<file path="config.mk">
export PLATFORM = sky130hd
export DESIGN_NAME = htd_front
export DESIGN_NICKNAME = d
export VERILOG_FILES = /design/src/sv/htd_pkg.sv /design/src/sv/htd_front.sv
export SDC_FILE = /design/constraint.sdc
export NUM_CORES = 1
export LEC_CHECK = 0
export BUFFER_PORTS_ARGS = -buffer_cell sky130_fd_sc_hd__buf_2
export CAP_MARGIN = 20
export CELL_PAD_IN_SITES_DETAIL_PLACEMENT = 1
export CELL_PAD_IN_SITES_GLOBAL_PLACEMENT = 2
export CORE_MARGIN = 3
export CORE_UTILIZATION = 26
export DETAILED_ROUTE_END_ITERATION = 7
export PLACE_DENSITY_LB_ADDON = 0.1
export SLEW_MARGIN = 10
export SYNTH_ARGS = -nofsm -noshare
export SYNTH_HDL_FRONTEND = slang
export SYNTH_SLANG_ARGS = --single-unit
</file>
<file path="constraint.sdc">
create_clock -name clk -period 4.5 [get_ports clk]
set_clock_uncertainty 0.05 [all_clocks]
set_input_delay 0.9 -clock clk [delete_from_list [all_inputs] [get_ports clk]]
set_output_delay 0.9 -clock clk [all_outputs]
set_load 0.05 [all_outputs]
</file>
<file path="src/sv/htd_pkg.sv">
`timescale 1ns / 1ps
`default_nettype none
// ----------------------------------------------------------------------------
// htd_pkg
// shared constants, codes and types of the code-tree decoder
// ----------------------------------------------------------------------------
package htd_pkg;

  // default sizes
  localparam int NODE_COUNT_DEF   = 512;
  localparam int MAX_CODE_LEN_DEF = 32;
  localparam int QUEUE_DEPTH      = 2;

  // fixed field widths
  localparam int CODE_IN_W = 32;
  localparam int LEN_IN_W  = 6;
  localparam int SYM_W     = 8;
  localparam int COUNT_W   = 31;
  localparam int STATUS_W  = 2;

  // request codes
  localparam logic REQ_INSERT = 1'b0;
  localparam logic REQ_DECODE = 1'b1;

  // result kinds
  localparam logic KIND_SYMBOL = 1'b0;
  localparam logic KIND_STATUS = 1'b1;

  // insert status codes
  localparam logic [STATUS_W-1:0] ST_OK        = 2'd0;
  localparam logic [STATUS_W-1:0] ST_COLLISION = 2'd1;
  localparam logic [STATUS_W-1:0] ST_FULL      = 2'd2;
  localparam logic [STATUS_W-1:0] ST_IGNORED   = 2'd3;

  // characters
  localparam logic [SYM_W-1:0] CH_HASH  = 8'h23;
  localparam logic [SYM_W-1:0] CH_BAR   = 8'h7C;
  localparam logic [SYM_W-1:0] CH_NL    = 8'h0A;
  localparam logic [SYM_W-1:0] CH_SPACE = 8'h20;
  localparam logic [SYM_W-1:0] CH_EMPTY = 8'h00;

  typedef struct packed {
    logic             req_type;
    logic [SYM_W-1:0] symbol;
    logic             stream_bit;
  } cmd_ctl_t;

  typedef struct packed {
    logic                kind;
    logic [SYM_W-1:0]    symbol;
    logic [STATUS_W-1:0] status;
    logic                last;
  } result_t;

  // hash becomes newline, bar becomes space
  function automatic logic [SYM_W-1:0] map_symbol(input logic [SYM_W-1:0] s);
    logic [SYM_W-1:0] m;
    unique case (s)
      CH_HASH: m = CH_NL;
      CH_BAR:  m = CH_SPACE;
      default: m = s;
    endcase
    return m;
  endfunction

endpackage
`default_nettype wire

</file>
<file path="src/sv/htd_front.sv">
`timescale 1ns / 1ps
`default_nettype none
// ----------------------------------------------------------------------------
// htd_front
// accepts items, saturates the code length, aligns the code, queues them
// ----------------------------------------------------------------------------
module htd_front #(
  parameter int MAX_CODE_LEN = htd_pkg::MAX_CODE_LEN_DEF
) (
  input  wire logic                              clk,
  input  wire logic                              rst_n,
  input  wire logic                              start,
  input  wire logic                              in_req_type,
  input  wire logic [htd_pkg::CODE_IN_W-1:0]     in_code_bits,
  input  wire logic [htd_pkg::LEN_IN_W-1:0]      in_code_len,
  input  wire logic [htd_pkg::SYM_W-1:0]         in_symbol_in,
  input  wire logic                              in_stream_bit,
  input  wire logic                              clear_active,
  input  wire logic                              q_full,
  output logic                                   busy,
  output logic                                   q_push,
  output htd_pkg::cmd_ctl_t                      q_ctl,
  output logic      [$clog2(MAX_CODE_LEN+1)-1:0] q_len,
  output logic      [MAX_CODE_LEN-1:0]           q_code
);

  localparam int LenW  = $clog2(MAX_CODE_LEN + 1);
  localparam int CodeW = (MAX_CODE_LEN > htd_pkg::CODE_IN_W) ? MAX_CODE_LEN
                                                             : htd_pkg::CODE_IN_W;

  logic                valid_r, valid_nxt;
  htd_pkg::cmd_ctl_t   ctl_r;
  logic [LenW-1:0]     len_r;
  logic [MAX_CODE_LEN-1:0] code_r;
  logic                accept;
  logic [CodeW-1:0]    code_wide;
  logic [LenW-1:0]     len_sat;

  assign busy   = clear_active || (valid_r && q_full);
  assign accept = start && !busy;
  assign q_push = valid_r && !q_full;
  assign q_ctl  = ctl_r;
  assign q_len  = len_r;
  assign q_code = code_r;

  // bits above the 32-bit field read as zero
  assign code_wide = CodeW'(in_code_bits);

  always_comb begin
    if (int'(in_code_len) > MAX_CODE_LEN) begin
      len_sat = LenW'(MAX_CODE_LEN);
    end else begin
      len_sat = LenW'(in_code_len);
    end
  end

  always_comb begin
    valid_nxt = valid_r;
    if (accept) begin
      valid_nxt = 1'b1;
    end else if (q_push) begin
      valid_nxt = 1'b0;
    end
  end

  always_ff @(posedge clk) begin
    if (!rst_n) begin
      valid_r <= 1'b0;
    end else begin
      valid_r <= valid_nxt;
    end
  end

  always_ff @(posedge clk) begin
    if (accept) begin
      ctl_r.req_type   <= in_req_type;
      ctl_r.symbol     <= in_symbol_in;
      ctl_r.stream_bit <= in_stream_bit;
      len_r            <= len_sat;
      code_r           <= code_wide[MAX_CODE_LEN-1:0];
    end
  end

endmodule
`default_nettype wire

</file>
==> run_results.csv <==
group,metric,value,unit
global_route,grt_max_degree,31,
clocking,clock-sinks,49,
clocking,max-clock-path-buffers,2,
place,io_buffers,102,
timing,setup_viol,0,
finish,seq_area,1460,µm²
setup_path,required,3.55,ns
route,avgViaCountPerCell,4.00,
hold_path,hp-start,"valid_r",
setup_path,critical_path.top_delay_family,"buffers and inverters",
global_route,grt_pass1_wl,5030,µm
yosys,syn-instance-count,61,
timing,fin_tns_setup,0,ns
clocking,cts_root_buf,"clkbuf_8",
route,ant_nets,0,
yosys,syn_area,1540,µm²
global_route,grtUsageTotal,0.0940,
setup_path,path_class,"primary input to primary output",
finish,drive_above_1_share,0.665,
clocking,clk_pin_slew,0.08,ns
power,p_per_area,417,nW/µm²
clocking,clk_latency,0.28,ns
timing,maxSlewHeadroom,0.583,
hold_path,hp-class,"register to register",
route,drt_iter0_drc,19,
setup_path,cp_num_buf_inv,2,
setup_path,critical_path.endpoint_type,"primary output",
yosys,seq_area_frac_synth,0.947,
finish,syn_to_final_growth,46.6,%
power,p_leak,0.952,nW
yosys,yosysWarnings,0,
timing,timing.final.crit_share,0.533,
route,drt_pass1_iterations,4,
finish,nets,223,
timing,rsz0062_at_grt,"false",
finish,fillers,609,
yosys,ys_types,9,
route,wire_per_inst,13.5,µm
floorplan,chipWidth,83.0,µm
place,globalplace.congestion,0.680,
finish,multi_input_area,88.8,µm²
setup_path,cp_common_cell,"buf_2",
timing,final_hold_viol_count,0,
yosys,synth.avg_cell_area,25.3,µm²
route,vias,969,
power,ir_drop,0.124,mV
setup_path,slowest_stage,"buf_2",
run_status,status,"finished clean",
global_route,grt_pass1_vias,1036,
route,wl,3260,µm
floorplan,die-area,6890,µm²
timing,max_slew.worst_pin.slew,0.624,ns
route,drc,0,
place,post_dp_cell_area,2160,µm²
global_route,antenna_found_initial,0,
yosys,synth_fp_nets,114,
setup_path,worstPathArrival,1.45,ns
floorplan,io_pins,103,
setup_path,cp_max_fo,3,
timing,max_freq,0.417,GHz
floorplan,initial_utilization,0.275,
setup_path,crit_chain,"buf_2 -> nand2_1 -> nand2b_1 -> buf_2",
clocking,hold_buffers,0,
place,hpwl,2670,µm
setup_path,crit_start,"q_full",
timing,fin_crit,2.40,ns
clocking,cts_tree,"built",
setup_path,worst_setup_path_start_kind,"primary input",
floorplan,die_y,83.0,µm
clocking,htreeDepth,2,
timing,slew_viol_final,0,
power,total_power,0.000943,W
floorplan,core,5610,µm²
yosys,ys_ff_latch,49,
clocking,cts_setup_buffers,0,
setup_path,slowest_delay,0.25,ns
setup_path,r2r_start,"valid_r",
clocking,cts_buffers,5,
global_route,overflow,0,
clocking,cts_resized,0,
floorplan,num_rows,27,
job,maxCapViolCount,0,
finish,design_area,2260,µm²
finish,insertedDiodeCount,0,
==> per-layer routing <==
layer	vias to the layer above	global-route usage	share of wire
li1	448	-	-
met1	455	0.0955	0.35
met2	64	0.169	0.54
met3	2	0.0437	0.10
met4	0	0.0312	0.0043
met5	-	0	0
==> worst reg2reg max path, delay by kind of cell, from the launching register on <==
family                 cells  cell delay, ns
AO/OA/AOI/OAI              1            0.53
buffers and inverters      1            0.46
flip-flops                 1            0.35
==> path summary, 6_finish.rpt <==
path,end,slack (ns),depth (start not counted)
min reg2reg,valid_r,0.49,2
max,busy,2.10,4
min,valid_r,0.49,2
max reg2reg,q_ctl[8],2.78,2
==> kinds of logic (layout without fill, tap and decap cells) <==
| group | count (synthesis) | after routing | synth area share |
|---|---|---|---|
| flip-flops | 49 | 49 | 0.947 |
| AND/OR/NAND/NOR | 9 | 9 | 0.0397 |
| buffers and inverters | 1 | 110 | 0.00243 |
| AO/OA/AOI/OAI | 2 | 2 | 0.0105 |
==> synthesized netlist by cell type <==
master     n  area (µm²)
a21boi_2   1        11.3
a21oi_1    1        5.00
clkbuf_1   1        3.75
dfxtp_1    1        20.0
edfxtp_1  48        1440
nand2_1    1        3.75
nand2b_1   1        6.26
nand2b_4   1        13.8
nor2b_1    6        37.5
==> through the flow <==
stage	utilization	setup WS, ns	instances	hold WS [ns]
2_1_floorplan	-	0.592	61	0.420
3_3_place_gp	0.385	2.01	235	0.469
3_5_place_dp	0.385	1.93	235	0.488
4_1_cts	0.403	2.09	242	0.501
6_report	0.403	2.10	242	0.494
5_1_grt	0.403	2.06	242	0.519
==> layout make-up <==
cell class                 count  area share
sequential                    49       0.646
clock inverter                 2      0.0155
multi-input combinational     11      0.0393
clock buffer                   5      0.0304
tap                           72      0.0398
timing repair buffer         103       0.229
==> layout by cell type, fill, tap and decap left out <==
cell type and count:
nand2b_4 1, nand2_1 1, bufinv_16 1, clkinv_2 1
buf_4 1, a21boi_2 1, nand2b_1 1, edfxtp_1 48
buf_2 102, a21oi_4 1, nor2b_1 6, clkbuf_8 5
dfxtp_1 1
==> power by group <==
part | switching, W | internal [W] | total (W)
clock | 0.000131 | 0.000161 | 0.000292
sequential | 0.00000457 | 0.000524 | 0.000529
combinational | 0.0000904 | 0.0000317 | 0.000122
==> sequential cells by signal, summed over array words and instances (netlist names) <==
register and count:
valid_r 1, q_code 32, q_ctl 10, q_len 6
Note: power is estimated with default switching activity, not from simulation.
