[config.mk]
export PLATFORM = sky130hd
export DESIGN_NAME = htd_fifo
export DESIGN_NICKNAME = d
export VERILOG_FILES = /design/src/sv/htd_fifo.sv
export SDC_FILE = /design/constraint.sdc
export NUM_CORES = 1
export LEC_CHECK = 0
export ABC_AREA = 1
export BUFFER_PORTS_ARGS = -buffer_cell sky130_fd_sc_hd__buf_2
export CAP_MARGIN = 10
export CORE_MARGIN = 1
export CORE_UTILIZATION = 49
export CTS_BUF_LIST = sky130_fd_sc_hd__clkbuf_16
export CTS_CLUSTER_DIAMETER = 40
export CTS_CLUSTER_SIZE = 8
export DETAILED_ROUTE_END_ITERATION = 6
export HOLD_SLACK_MARGIN = 0.06
export PLACE_DENSITY_LB_ADDON = 0.3
export SYNTH_ARGS = -nofsm -noshare
export SYNTH_HDL_FRONTEND = slang
export SYNTH_SLANG_ARGS = --single-unit
export TNS_END_PERCENT = 50
[constraint.sdc]
create_clock -name clk -period 1.61 [get_ports clk]
set_input_delay 0.322 -clock clk [delete_from_list [all_inputs] [get_ports clk]]
set_output_delay 0.322 -clock clk [all_outputs]
set_load 0.03 [all_outputs]
[src/sv/htd_fifo.sv]
`timescale 1ns / 1ps
`default_nettype none
// ----------------------------------------------------------------------------
// htd_fifo
// short command queue between front and back
// ----------------------------------------------------------------------------
module htd_fifo #(
  parameter int WIDTH = 8,
  parameter int DEPTH = 2
) (
  input  wire logic             clk,
  input  wire logic             rst_n,
  input  wire logic             push,
  input  wire logic [WIDTH-1:0] push_data,
  input  wire logic             pop,
  output logic      [WIDTH-1:0] head_data,
  output logic                  empty,
  output logic                  full
);

  localparam int PtrW = (DEPTH > 1) ? $clog2(DEPTH) : 1;
  localparam int CntW = $clog2(DEPTH + 1);

  logic [WIDTH-1:0] slot_r [DEPTH];
  logic [PtrW-1:0]  wr_ptr_r, wr_ptr_nxt;
  logic [PtrW-1:0]  rd_ptr_r, rd_ptr_nxt;
  logic [CntW-1:0]  count_r, count_nxt;
  logic             do_push, do_pop;

  assign empty     = (count_r == '0);
  assign full      = (count_r == CntW'(DEPTH));
  assign head_data = slot_r[rd_ptr_r];
  assign do_push   = push && !full;
  assign do_pop    = pop && !empty;

  always_comb begin
    wr_ptr_nxt = wr_ptr_r;
    rd_ptr_nxt = rd_ptr_r;
    count_nxt  = count_r;
    if (do_push) begin
      wr_ptr_nxt = (wr_ptr_r == PtrW'(DEPTH - 1)) ? '0 : wr_ptr_r + 1'b1;
    end
    if (do_pop) begin
      rd_ptr_nxt = (rd_ptr_r == PtrW'(DEPTH - 1)) ? '0 : rd_ptr_r + 1'b1;
    end
    if (do_push && !do_pop) begin
      count_nxt = count_r + 1'b1;
    end else if (do_pop && !do_push) begin
      count_nxt = count_r - 1'b1;
    end
  end

  always_ff @(posedge clk) begin
    if (!rst_n) begin
      wr_ptr_r <= '0;
      rd_ptr_r <= '0;
      count_r  <= '0;
    end else begin
      wr_ptr_r <= wr_ptr_nxt;
      rd_ptr_r <= rd_ptr_nxt;
      count_r  <= count_nxt;
    end
  end

  always_ff @(posedge clk) begin
    if (do_push) begin
      slot_r[wr_ptr_r] <= push_data;
    end
  end

endmodule
`default_nettype wire

==> results of run 1 <==
-- per-layer routing --
metal	vias up	GRT usage [%]
met3	2	4.26
met1	241	16.2
li1	269	-
met2	9	25.2
met4	0	9.09
met5	-	0
-- synth_stat cells --
library cell | count | area share [%]
sky130_fd_sc_hd__o21ai_2 | 1 | 1.1
sky130_fd_sc_hd__a21oi_1 | 1 | 0.61
sky130_fd_sc_hd__o21ai_0 | 2 | 1.2
sky130_fd_sc_hd__ha_1 | 1 | 1.5
sky130_fd_sc_hd__nand4_1 | 1 | 0.76
sky130_fd_sc_hd__nor2_2 | 1 | 0.76
sky130_fd_sc_hd__nand2_1 | 6 | 2.7
sky130_fd_sc_hd__mux2_2 | 8 | 11
sky130_fd_sc_hd__edfxtp_1 | 16 | 58
sky130_fd_sc_hd__nand3_1 | 1 | 0.61
sky130_fd_sc_hd__nor2_1 | 10 | 4.6
sky130_fd_sc_hd__dfxtp_1 | 5 | 12
sky130_fd_sc_hd__buf_2 | 1 | 0.61
sky130_fd_sc_hd__inv_1 | 8 | 3.6
sky130_fd_sc_hd__inv_2 | 1 | 0.46
-- cells in the final DEF (no fill, tap or decap), types with 2 or more instances in the layout --
cell | netlist | routed
sky130_fd_sc_hd__inv_1 | 8 | 8
sky130_fd_sc_hd__mux2_2 | 8 | 8
sky130_fd_sc_hd__edfxtp_1 | 16 | 16
sky130_fd_sc_hd__clkbuf_16 | 0 | 3
sky130_fd_sc_hd__buf_4 | 0 | 4
sky130_fd_sc_hd__buf_2 | 1 | 21
sky130_fd_sc_hd__nor2_1 | 10 | 10
sky130_fd_sc_hd__o21ai_0 | 2 | 2
sky130_fd_sc_hd__dfxtp_1 | 5 | 4
sky130_fd_sc_hd__nand2_1 | 6 | 6
-- kinds of logic after synthesis --
family	Yosys count	share of synthesized area [%]
flip-flops	21	70.5
AND/OR/NAND/NOR	19	9.42
buffers and inverters	10	4.71
multiplexers	8	10.9
AO/OA/AOI/OAI	4	2.89
adder cells (fa/ha/maj)	1	1.52
-- metrics by stage --
stage	setup WS [ns]	hold WS [ns]	area, sq um
6_report	0.0758	0.262	1050
3_3_place_gp	0.210	0.481	973
5_1_grt	0.0293	0.260	1050
4_1_cts	0.0564	0.257	1050
2_1_floorplan	0.0594	0.421	823
3_5_place_dp	0.195	0.489	973
-- critical path, stage by stage, from the launching register on --
cell and delay (ns):
sky130_fd_sc_hd__dfxtp_2 0.43, sky130_fd_sc_hd__mux2_2 0.36, sky130_fd_sc_hd__buf_2 0.18
-- state kept, by name (all words and copies together) (netlist names), named ones only --
signal and count:
wr_ptr_r 1, rd_ptr_r 1, count_r 2, slot_r 16
-- what timing repair did --
item,4_1_cts,5_1_grt
resized for setup,1,0
endpoints found under the setup margin,8,0
setup buffers,0,0
-- where the power goes --
group          internal, mW  switching, mW
clock                 0.332          0.169
sequential            0.695         0.0633
combinational         0.218          0.376
-- cell type report --
type	instances	share of cell area, %
Multi-Input combinational cell	32	19.3
Sequential cell	21	55.2
Clock inverter	1	0.474
Tap cell	16	1.90
Inverter	9	3.20
Clock buffer	3	7.12
Timing Repair Buffer	25	12.8
-- worst min path at each step --
stage,start,end,cells after the start
global route,push_data[6],slot_r[1][6]$_DFFE_PP_,1
global placement,rd_ptr_r$_SDFFE_PN0P_,rd_ptr_r$_SDFFE_PN0P_,2
floorplan,push_data[0],slot_r[0][0]$_DFFE_PP_,0
finish,push_data[1],slot_r[0][1]$_DFFE_PP_,1
CTS,push_data[1],slot_r[1][1]$_DFFE_PP_,1
detailed placement,rd_ptr_r$_SDFFE_PN0P_,register,2
==> qor.log, run 1 <==
INFO  sta            fin_crit=1.53ns
INFO  route          met3WireLength=42um
INFO  global_route   gr-usage-all-layers=14.8%
INFO  global_route   grt_pass1_vias=496
INFO  route          met1_length=507um
INFO  placed_design  post_placement_cell_count=103
INFO  route          remaining_drc_errors=0
INFO  critical_path  startpoint_type_of_the_worst_setup_path=register
INFO  power          totalPowerFinal=1.85mW
INFO  global_route   first_pass_grt_wire_length=1940um
INFO  sta            worst_slew_pin_slew=0.194ns
INFO  floorplan      core_area=0.00154sqmm
INFO  layout         final_core_util=68.4%
INFO  floorplan      initial_core_util=53.4%
INFO  route          drt_wl_total=1170um
INFO  floorplan      die_height=43.0um
INFO  clocking       cts-htree-levels=1
INFO  route          routed_met2_length=608um
INFO  flow_run       maxCapViolations=0
INFO  outcome        status=finished clean
INFO  sta            final.setup.tns=0ns
INFO  route          vias=521
INFO  power          p_per_area=1760mW/mm^2
INFO  sta            final-setup-viol-count=0
INFO  yosys          post_synth.cell_area_avg=13.1squm
INFO  yosys          synth_seq_cells=21
INFO  critical_path  timing.critical_path.to=head_data[3]
INFO  route          drtIter0Drc=7
INFO  layout         num_antenna_cells=0
INFO  placed_design  place_hpwl=855um
INFO  global_route   grt-ovfl-total=0
INFO  critical_path  rr_worst_depth=9
INFO  critical_path  r2r-start=count_r[1]$_SDFFE_PN0P_
INFO  sta            slew_violations=0
INFO  route          drt-vias-per-instance=4.87
INFO  route          detail_route.first_pass.iterations=4
INFO  floorplan      io_pins=22
INFO  layout         final_net_count=105
INFO  yosys          netlist-cell-type-count=15
INFO  route          number_of_nets_with_antenna_violations_after_detailed_routing=0
INFO  layout         post_route_cells_drive_above_1_share=45.1%
INFO  sta            period_share=95.3%
INFO  critical_path  worst_ep_arrival_time=1.21ns
INFO  critical_path  crit_path_max_fanout=8
INFO  floorplan      die_w=43.0um
INFO  placed_design  place_congestion=0.747
INFO  global_route   initial_antenna_violation_count=0
INFO  sta            fin_skew=0.00140ns
INFO  clocking       cts.root.buffer_cell=sky130_fd_sc_hd__clkbuf_16
INFO  layout         synthToLayoutAreaGrowth=28.1%
INFO  route          top_signal_layer_used=met4
INFO  sta            hold_viol_final=0
INFO  layout         register_area=582squm
INFO  layout         multi_input_comb_area=204squm
INFO  floorplan      design.die.area=0.00185sqmm
INFO  floorplan      num_rows=14
INFO  clocking       number_of_clock_sinks=21
INFO  worst_hold_path min_path_type=input pin to register
INFO  critical_path  cp-end-kind=primary output
INFO  clocking       clk-insertion-delay-late=0.25ns
INFO  clocking       worst_setup_hold_path_clk_slew=0.05ns
INFO  layout         fillerInstances=118
INFO  yosys          synthesis.yosys.warnings=0
INFO  global_route   pin_count_of_the_biggest_net_entering_global_routing=13
INFO  layout         layoutNonFillerInstCount=107
INFO  sta            maxClockFrequency=652MHz
INFO  yosys          syn_area=823squm
INFO  critical_path  critical_path_required=1.29ns
INFO  clocking       post_cts_hold_buffer_count=0
INFO  placed_design  number_of_port_buffers=21
INFO  clocking       cts_inserted_buffers=3
INFO  power          power.ir.vdd_worst=0.957mV
INFO  critical_path  r2r_setup_slack=0.18ns
INFO  critical_path  criticalPathCategory=register to primary output
INFO  yosys          count_of_mapped_cells_out_of_synthesis=63
INFO  route          routed_wire_length_per_instance=10.9um
INFO  clocking       tritoncts=yes
INFO  yosys          nets_in_the_synthesized_netlist=76
INFO  critical_path  crit-reg2reg-capture=count_r[1]$_SDFFE_PN0P_
INFO  clocking       cts.path.max_buffers=2
INFO  yosys          synth_seq_area_share=70.5%
INFO  sta            grt_setup_unrepaired=false
INFO  sta            worst_slew_margin_rel=87.1%
INFO  power          leakagePower=0.455nW
Note: power is estimated with default switching activity, not from simulation.
==> run 2: changes to the inputs <==
- ABC_CLOCK_PERIOD_IN_PS: unset -> 1610
- CORE_UTILIZATION: 49 -> 52
- CTS_BUF_LIST: sky130_fd_sc_hd__clkbuf_16 -> sky130_fd_sc_hd__clkbuf_8
==> qor.log, run 2 (synthesized netlist as in run 1, its figures left out) <==
INFO  outcome        status=finished clean
INFO  route          vias=531 [+1.9%]
INFO  floorplan      io_pins=22 [unchanged]
INFO  sta            maxClockFrequency=657MHz [+0.83%]
INFO  layout         largest_register_ff_count=16 [unchanged]
INFO  sta            final-setup-viol-count=0 [unchanged]
INFO  floorplan      die_height=41.8um [-2.8%]
INFO  sta            period_share=94.5% [-0.79 points]
INFO  floorplan      initial_core_util=59.5% [+6.1 points]
INFO  layout         register_area=582squm [unchanged]
INFO  critical_path  crit_path_max_fanout=8 [unchanged]
INFO  critical_path  cp-end-kind=primary output
INFO  floorplan      design.die.area=0.00175sqmm [-5.5%]
INFO  layout         layout.cells.most_common=sky130_fd_sc_hd__buf_2
INFO  critical_path  timing.critical_path.slowest_stage_cell=sky130_fd_sc_hd__dfxtp_2
INFO  sta            hold_viol_final=0 [unchanged]
INFO  route          drt-vias-per-instance=5.11 [+4.9%]
INFO  route          drt_wl_total=1250um [+7.0%]
INFO  layout         multi_input_comb_area=204squm [unchanged]
INFO  sta            final.setup.tns=0ns [unchanged]
INFO  critical_path  startpoint_type_of_the_worst_setup_path=register
INFO  placed_design  place_congestion=0.657 [-12%]
INFO  route          routed_wire_length_per_instance=12.0um [+10%]
INFO  critical_path  critical_path.max_stage_delay=0.43ns [about the same]
INFO  floorplan      die_w=41.8um [-2.8%]
INFO  global_route   global_route.peak_usage_layer=met2
INFO  sta            final_worst_hold_slack=0.259ns [-0.00350 ns]
INFO  sta            grt_setup_unrepaired=false
INFO  power          power.ir.vdd_worst=0.940mV [-1.8%]
INFO  layout         stdcell_area=0.00100sqmm [-4.9%]
INFO  placed_design  detailed_place.area=957squm [-1.7%]
INFO  clocking       cts-htree-levels=1 [unchanged]
INFO  worst_hold_path timing.hold.worst_path_depth=1 [unchanged]
INFO  clocking       clk-insertion-delay-late=0.25ns [about the same]
INFO  critical_path  worst_ep_arrival_time=1.20ns [about the same]
INFO  critical_path  rr_worst_depth=9 [unchanged]
INFO  clocking       cts-resized-gates=1 [unchanged]
INFO  floorplan      core_area=0.00138sqmm [-10%]
INFO  route          detail_route.first_pass.iterations=4 [unchanged]
INFO  global_route   first_pass_grt_wire_length=1970um [+1.4%]
INFO  route          remaining_drc_errors=0 [unchanged]
INFO  sta            fin_skew=0.00186ns [+0.000458 ns]
INFO  critical_path  critical_path_required=1.29ns [about the same]
INFO  critical_path  worstPathCellList=mux2_2 > buf_2
INFO  global_route   pin_count_of_the_biggest_net_entering_global_routing=12 [-1]
INFO  global_route   initial_antenna_violation_count=0 [unchanged]
INFO  floorplan      num_rows=13 [-1]
INFO  critical_path  r2r_setup_slack=0.21ns [+0.03 ns]
INFO  clocking       post_cts_hold_buffer_count=0 [unchanged]
INFO  layout         final_net_count=103 [-1.9%]
INFO  global_route   grt-ovfl-total=0 [unchanged]
INFO  sta            worst_slew_pin_slew=0.212ns [+0.0183 ns]
INFO  layout         fillerInstances=106 [-10%]
INFO  power          leakagePower=0.430nW [-5.4%]
INFO  clocking       number_of_clock_sinks=21 [unchanged]
INFO  global_route   globalRouteMet2Util=28.4% [+3.3 points]
INFO  clocking       cts_inserted_buffers=3 [unchanged]
INFO  power          p_per_area=1650mW/mm^2 [-6.2%]
INFO  critical_path  criticalPathCategory=register to primary output
INFO  route          drtIter0Drc=14 [+7]
INFO  placed_design  number_of_port_buffers=21 [unchanged]
INFO  layout         synthToLayoutAreaGrowth=21.9%
INFO  clocking       worst_setup_hold_path_clk_slew=0.07ns [+0.02 ns]
INFO  global_route   grt_util_met3=4.35% [+0.093 points]
INFO  route          number_of_nets_with_antenna_violations_after_detailed_routing=0 [unchanged]
INFO  sta            slew_violations=0 [unchanged]
INFO  power          totalPowerFinal=1.65mW [-11%]
INFO  layout         largest-register=slot_r
INFO  global_route   gr-usage-all-layers=15.3% [+0.45 points]
INFO  layout         post_route_cells_drive_above_1_share=42.7% [-2.4 points]
INFO  sta            worst_slew_margin_rel=85.8% [-1.2 points]
INFO  global_route   grtUsageMet1=16.0% [-0.20 points]
INFO  layout         leading_cell_types_in_the_layout_fill_and_taps_excluded=sky130_fd_sc_hd__buf_2, sky130_fd_sc_hd__edfxtp_1, sky130_fd_sc_hd__nor2_1
INFO  flow_run       maxCapViolations=0 [unchanged]
INFO  placed_design  place_hpwl=940um [+9.9%]
INFO  global_route   grt_pass1_vias=505 [+1.8%]
INFO  layout         num_antenna_cells=0 [unchanged]
INFO  clocking       tritoncts=yes
INFO  clocking       cts.path.max_buffers=2 [unchanged]
INFO  clocking       cts.root.buffer_cell=sky130_fd_sc_hd__clkbuf_8
INFO  sta            fin_crit=1.52ns [-0.0127 ns]
INFO  worst_hold_path min_path_type=input pin to register
INFO  layout         reg_top3=slot_r: 16 flops, count_r: 2 flops
INFO  clocking       postCtsSetupBuffers=0 [unchanged]
[run 2: changes by cell type in the layout (fill, tap and decap cells not counted), sizes merged]
| cell | delta |
|---|---|
| buf | -2 |
| clkinv | -1 |
| inv | +1 |
[run 2: power breakdown]
| group | switching [mW] | internal, mW |
|---|---|---|
| Sequential | 0.0642 | 0.694 |
| Clock | 0.147 | 0.169 |
| Combinational | 0.374 | 0.206 |
[run 2: worst paths after layout]
check,from,endpoint
worst min register to register,wr_ptr_r$_SDFFE_PN0P_,wr_ptr_r$_SDFFE_PN0P_
worst max-delay path,register,head_data[6]
worst max register to register,count_r[0]$_SDFFE_PN0P_,count_r[1]$_SDFFE_PN0P_
worst min-delay path,push_data[7],slot_r[0][7]$_DFFE_PP_
[run 2: area by class of cell]
cell class	instances	area share, %
clock inverters	1	0.374
well taps	15	1.87
repair buffers	23	12.0
clock buffers	3	4.11
flip-flops and latches	21	58.0
inverters	9	3.37
multi-input cells	32	20.3
[run 2: critical path, delay by kind of cell (launching register included)]
family / cells / cell delay, ns
flops: 1 / 0.43
mux: 1 / 0.35
buf+inv: 1 / 0.18
[run 2: metal layers]
layer,routed length [um],share of wire (%),vias up
met4,15,1.2,0
met5,0,0,-
met2,654,52,13
met1,520,42,249
met3,56,4.5,2
li1,-,-,267
[run 2: through the flow]
step / setup slack (ns) / utilization, % / instances
6_report: 0.0884 / 72.6 / 104
5_1_grt: 0.0199 / 72.6 / 104
4_1_cts: 0.0695 / 72.6 / 104
3_5_place_dp: 0.211 / 69.2 / 100
3_3_place_gp: 0.225 / 69.2 / 100
2_1_floorplan: 0.0594 / - / 63
==> run 3: changes to the inputs <==
==> constraint.sdc (replaced) <==
create_clock -name clk -period 1.61 [get_ports clk]
set_input_delay 0.0805 -clock clk [delete_from_list [all_inputs] [get_ports clk]]
set_output_delay 0.0805 -clock clk [all_outputs]
set_load 0.03 [all_outputs]
==> qor.log, run 3 (synthesized netlist as in run 1, its figures left out) <==
INFO  route          drt-vias-per-instance=5.02 [-1.7%]
INFO  sta            final-setup-viol-count=0 [unchanged]
INFO  placed_design  number_of_port_buffers=21 [unchanged]
INFO  clocking       cts.root.buffer_cell=sky130_fd_sc_hd__clkbuf_8
INFO  sta            worst_slew_margin_rel=77.9% [-8.0 points]
INFO  layout         reg_top3=slot_r: 16 flops, count_r: 2 flops
INFO  placed_design  post_placement_cell_count=100 [unchanged]
INFO  clocking       postCtsSetupBuffers=0 [unchanged]
INFO  global_route   initial_antenna_violation_count=0 [unchanged]
INFO  global_route   first_pass_grt_wire_length=2420um [+23%]
INFO  clocking       tritoncts=yes
INFO  power          power.ir.vdd_worst=1.22mV [+30%]
INFO  sta            fin_crit=1.47ns [-0.0517 ns]
INFO  route          number_of_nets_with_antenna_violations_after_detailed_routing=0 [unchanged]
INFO  critical_path  worst_ep_arrival_time=1.66ns [+0.46 ns]
INFO  global_route   grt-ovfl-total=0 [unchanged]
INFO  floorplan      num_rows=13 [unchanged]
INFO  clocking       number_of_clock_sinks=21 [unchanged]
INFO  placed_design  place_hpwl=1040um [+11%]
INFO  clocking       cts_inserted_buffers=3 [unchanged]
INFO  global_route   grt_pass1_vias=558 [+10%]
INFO  critical_path  critical_path.most_common_cell=sky130_fd_sc_hd__inv_1
INFO  floorplan      die_w=41.8um [unchanged]
INFO  critical_path  critPathTopFamily=flip-flops
INFO  layout         largest_register_ff_count=16 [unchanged]
INFO  route          remaining_drc_errors=0 [unchanged]
INFO  critical_path  critical_path_required=1.80ns [+0.51 ns]
INFO  critical_path  critical_path_buf_inv_count=4 [+3]
INFO  floorplan      core_area=0.00138sqmm [unchanged]
INFO  critical_path  criticalPathCategory=register to register
INFO  layout         largest-register=slot_r
INFO  outcome        status=finished clean
INFO  critical_path  timing.critical_path.slowest_stage_cell=sky130_fd_sc_hd__dfxtp_2
INFO  critical_path  critical_path.max_stage_delay=0.34ns [-0.09 ns]
INFO  sta            period_share=91.3% [-3.2 points]
INFO  sta            grt_setup_unrepaired=false
INFO  route          drt_wl_total=1550um [+24%]
INFO  placed_design  detailed_place.area=957squm [unchanged]
INFO  floorplan      die_height=41.8um [unchanged]
INFO  clocking       cts-htree-levels=1 [unchanged]
INFO  critical_path  crit_path_max_fanout=4 [-4]
INFO  global_route   pin_count_of_the_biggest_net_entering_global_routing=12 [unchanged]
INFO  flow_run       maxCapViolations=0 [unchanged]
INFO  floorplan      initial_core_util=59.5% [unchanged]
INFO  clocking       worst_setup_hold_path_clk_slew=0.07ns [about the same]
INFO  worst_hold_path min_path_type=input pin to register
INFO  sta            maxClockFrequency=680MHz [+3.5%]
INFO  placed_design  place_congestion=0.692 [+5.3%]
INFO  layout         layoutNonFillerInstCount=112 [+7.7%]
INFO  clocking       cts.path.max_buffers=2 [unchanged]
INFO  floorplan      design.die.area=0.00175sqmm [unchanged]
INFO  power          p_per_area=1570mW/mm^2 [-5.0%]
INFO  layout         final_net_count=111 [+7.8%]
INFO  sta            worst_slew_pin_slew=0.332ns [+0.119 ns]
INFO  layout         layout.cells.most_common=sky130_fd_sc_hd__buf_2
INFO  critical_path  worstPathCellList=inv_1 > o21ai_2 > inv_1 > ha_1 > inv_1 > nand3_1 > nand2_1 > inv_1 > nor2_1
INFO  power          leakagePower=0.464nW [+7.8%]
INFO  layout         num_antenna_cells=0 [unchanged]
INFO  critical_path  cp-end-kind=register
INFO  sta            fin_skew=0.00118ns [-0.000672 ns]
INFO  layout         synthToLayoutAreaGrowth=31.6%
INFO  layout         stdcell_area=0.00108sqmm [+8.0%]
INFO  sta            hold_viol_final=0 [unchanged]
INFO  floorplan      io_pins=22 [unchanged]
INFO  critical_path  startpoint_type_of_the_worst_setup_path=register
INFO  route          drtIter0Drc=3 [-11]
INFO  route          detail_route.first_pass.iterations=2 [-2]
INFO  layout         final_core_util=78.4% [+5.8 points]
INFO  layout         post_route_cells_drive_above_1_share=39.2% [-3.5 points]
INFO  sta            final.setup.tns=0ns [unchanged]
INFO  route          routed_wire_length_per_instance=13.8um [+15%]
INFO  route          vias=562 [+5.8%]
INFO  layout         leading_cell_types_in_the_layout_fill_and_taps_excluded=sky130_fd_sc_hd__buf_2, sky130_fd_sc_hd__edfxtp_1, sky130_fd_sc_hd__nor2_1
INFO  global_route   gr-usage-all-layers=19.5% [+4.2 points]
INFO  sta            slew_violations=0 [unchanged]
INFO  clocking       clk-insertion-delay-late=0.25ns [about the same]
run 3: metal layers:
layer	routed length [um]	global-route usage (%)	up-vias
li1	-	-	285
met1	577	20.1	264
met2	906	35.3	11
met3	47	4.35	2
met4	15	11.6	0
met5	0	0	-
run 3: area by class of cell:
type / count / area, sq um
Sequential cell: 21 / 582
Clock inverter: 1 / 3.75
Multi-Input combinational cell: 32 / 204
Inverter: 9 / 33.8
Tap cell: 15 / 18.8
Timing Repair Buffer: 31 / 200
Clock buffer: 3 / 41.3
Fill cell: 97 / 299
run 3: report_power, final:
| group | switching, mW | internal, mW |
|---|---|---|
| sequential | 0.0670 | 0.695 |
| combinational | 0.391 | 0.220 |
| clock | 0.155 | 0.169 |
| total | 0.613 | 1.08 |
run 3: path summary, 6_finish.rpt:
path                            cells past startpoint  slack [ns]                    start                      end
worst max-delay path                                9        0.14  count_r[1]$_SDFFE_PN0P_  count_r[1]$_SDFFE_PN0P_
worst min-delay path                                3        0.08                    rst_n  count_r[1]$_SDFFE_PN0P_
worst max register to register                      9        0.14  count_r[1]$_SDFFE_PN0P_  count_r[1]$_SDFFE_PN0P_
worst min register to register                      2        0.53    wr_ptr_r$_SDFFE_PN0P_    wr_ptr_r$_SDFFE_PN0P_
run 3: metrics by stage:
stage | hold slack (ns) | setup WS, ns | total power [mW]
5_1_grt | 0.0798 | 0.0112 | 1.79
4_1_cts | 0.0771 | 0.141 | 1.71
2_1_floorplan | 0.179 | 0.0594 | 1.20
3_5_place_dp | 0.272 | 0.161 | 1.37
3_3_place_gp | 0.269 | 0.278 | 1.33
6_report | 0.0838 | 0.140 | 1.70
run 3: timing repair:
action	CTS	global route
setup endpoints to repair	0	1
hold buffers	8	0
resized for setup	0	1
hold endpoints to repair	16	0
run 3: tightest hold or removal path: stages:
cell	delay, ns
sky130_fd_sc_hd__buf_2	0.12
sky130_fd_sc_hd__nand2_1	0.07
sky130_fd_sc_hd__nor2_1	0.03
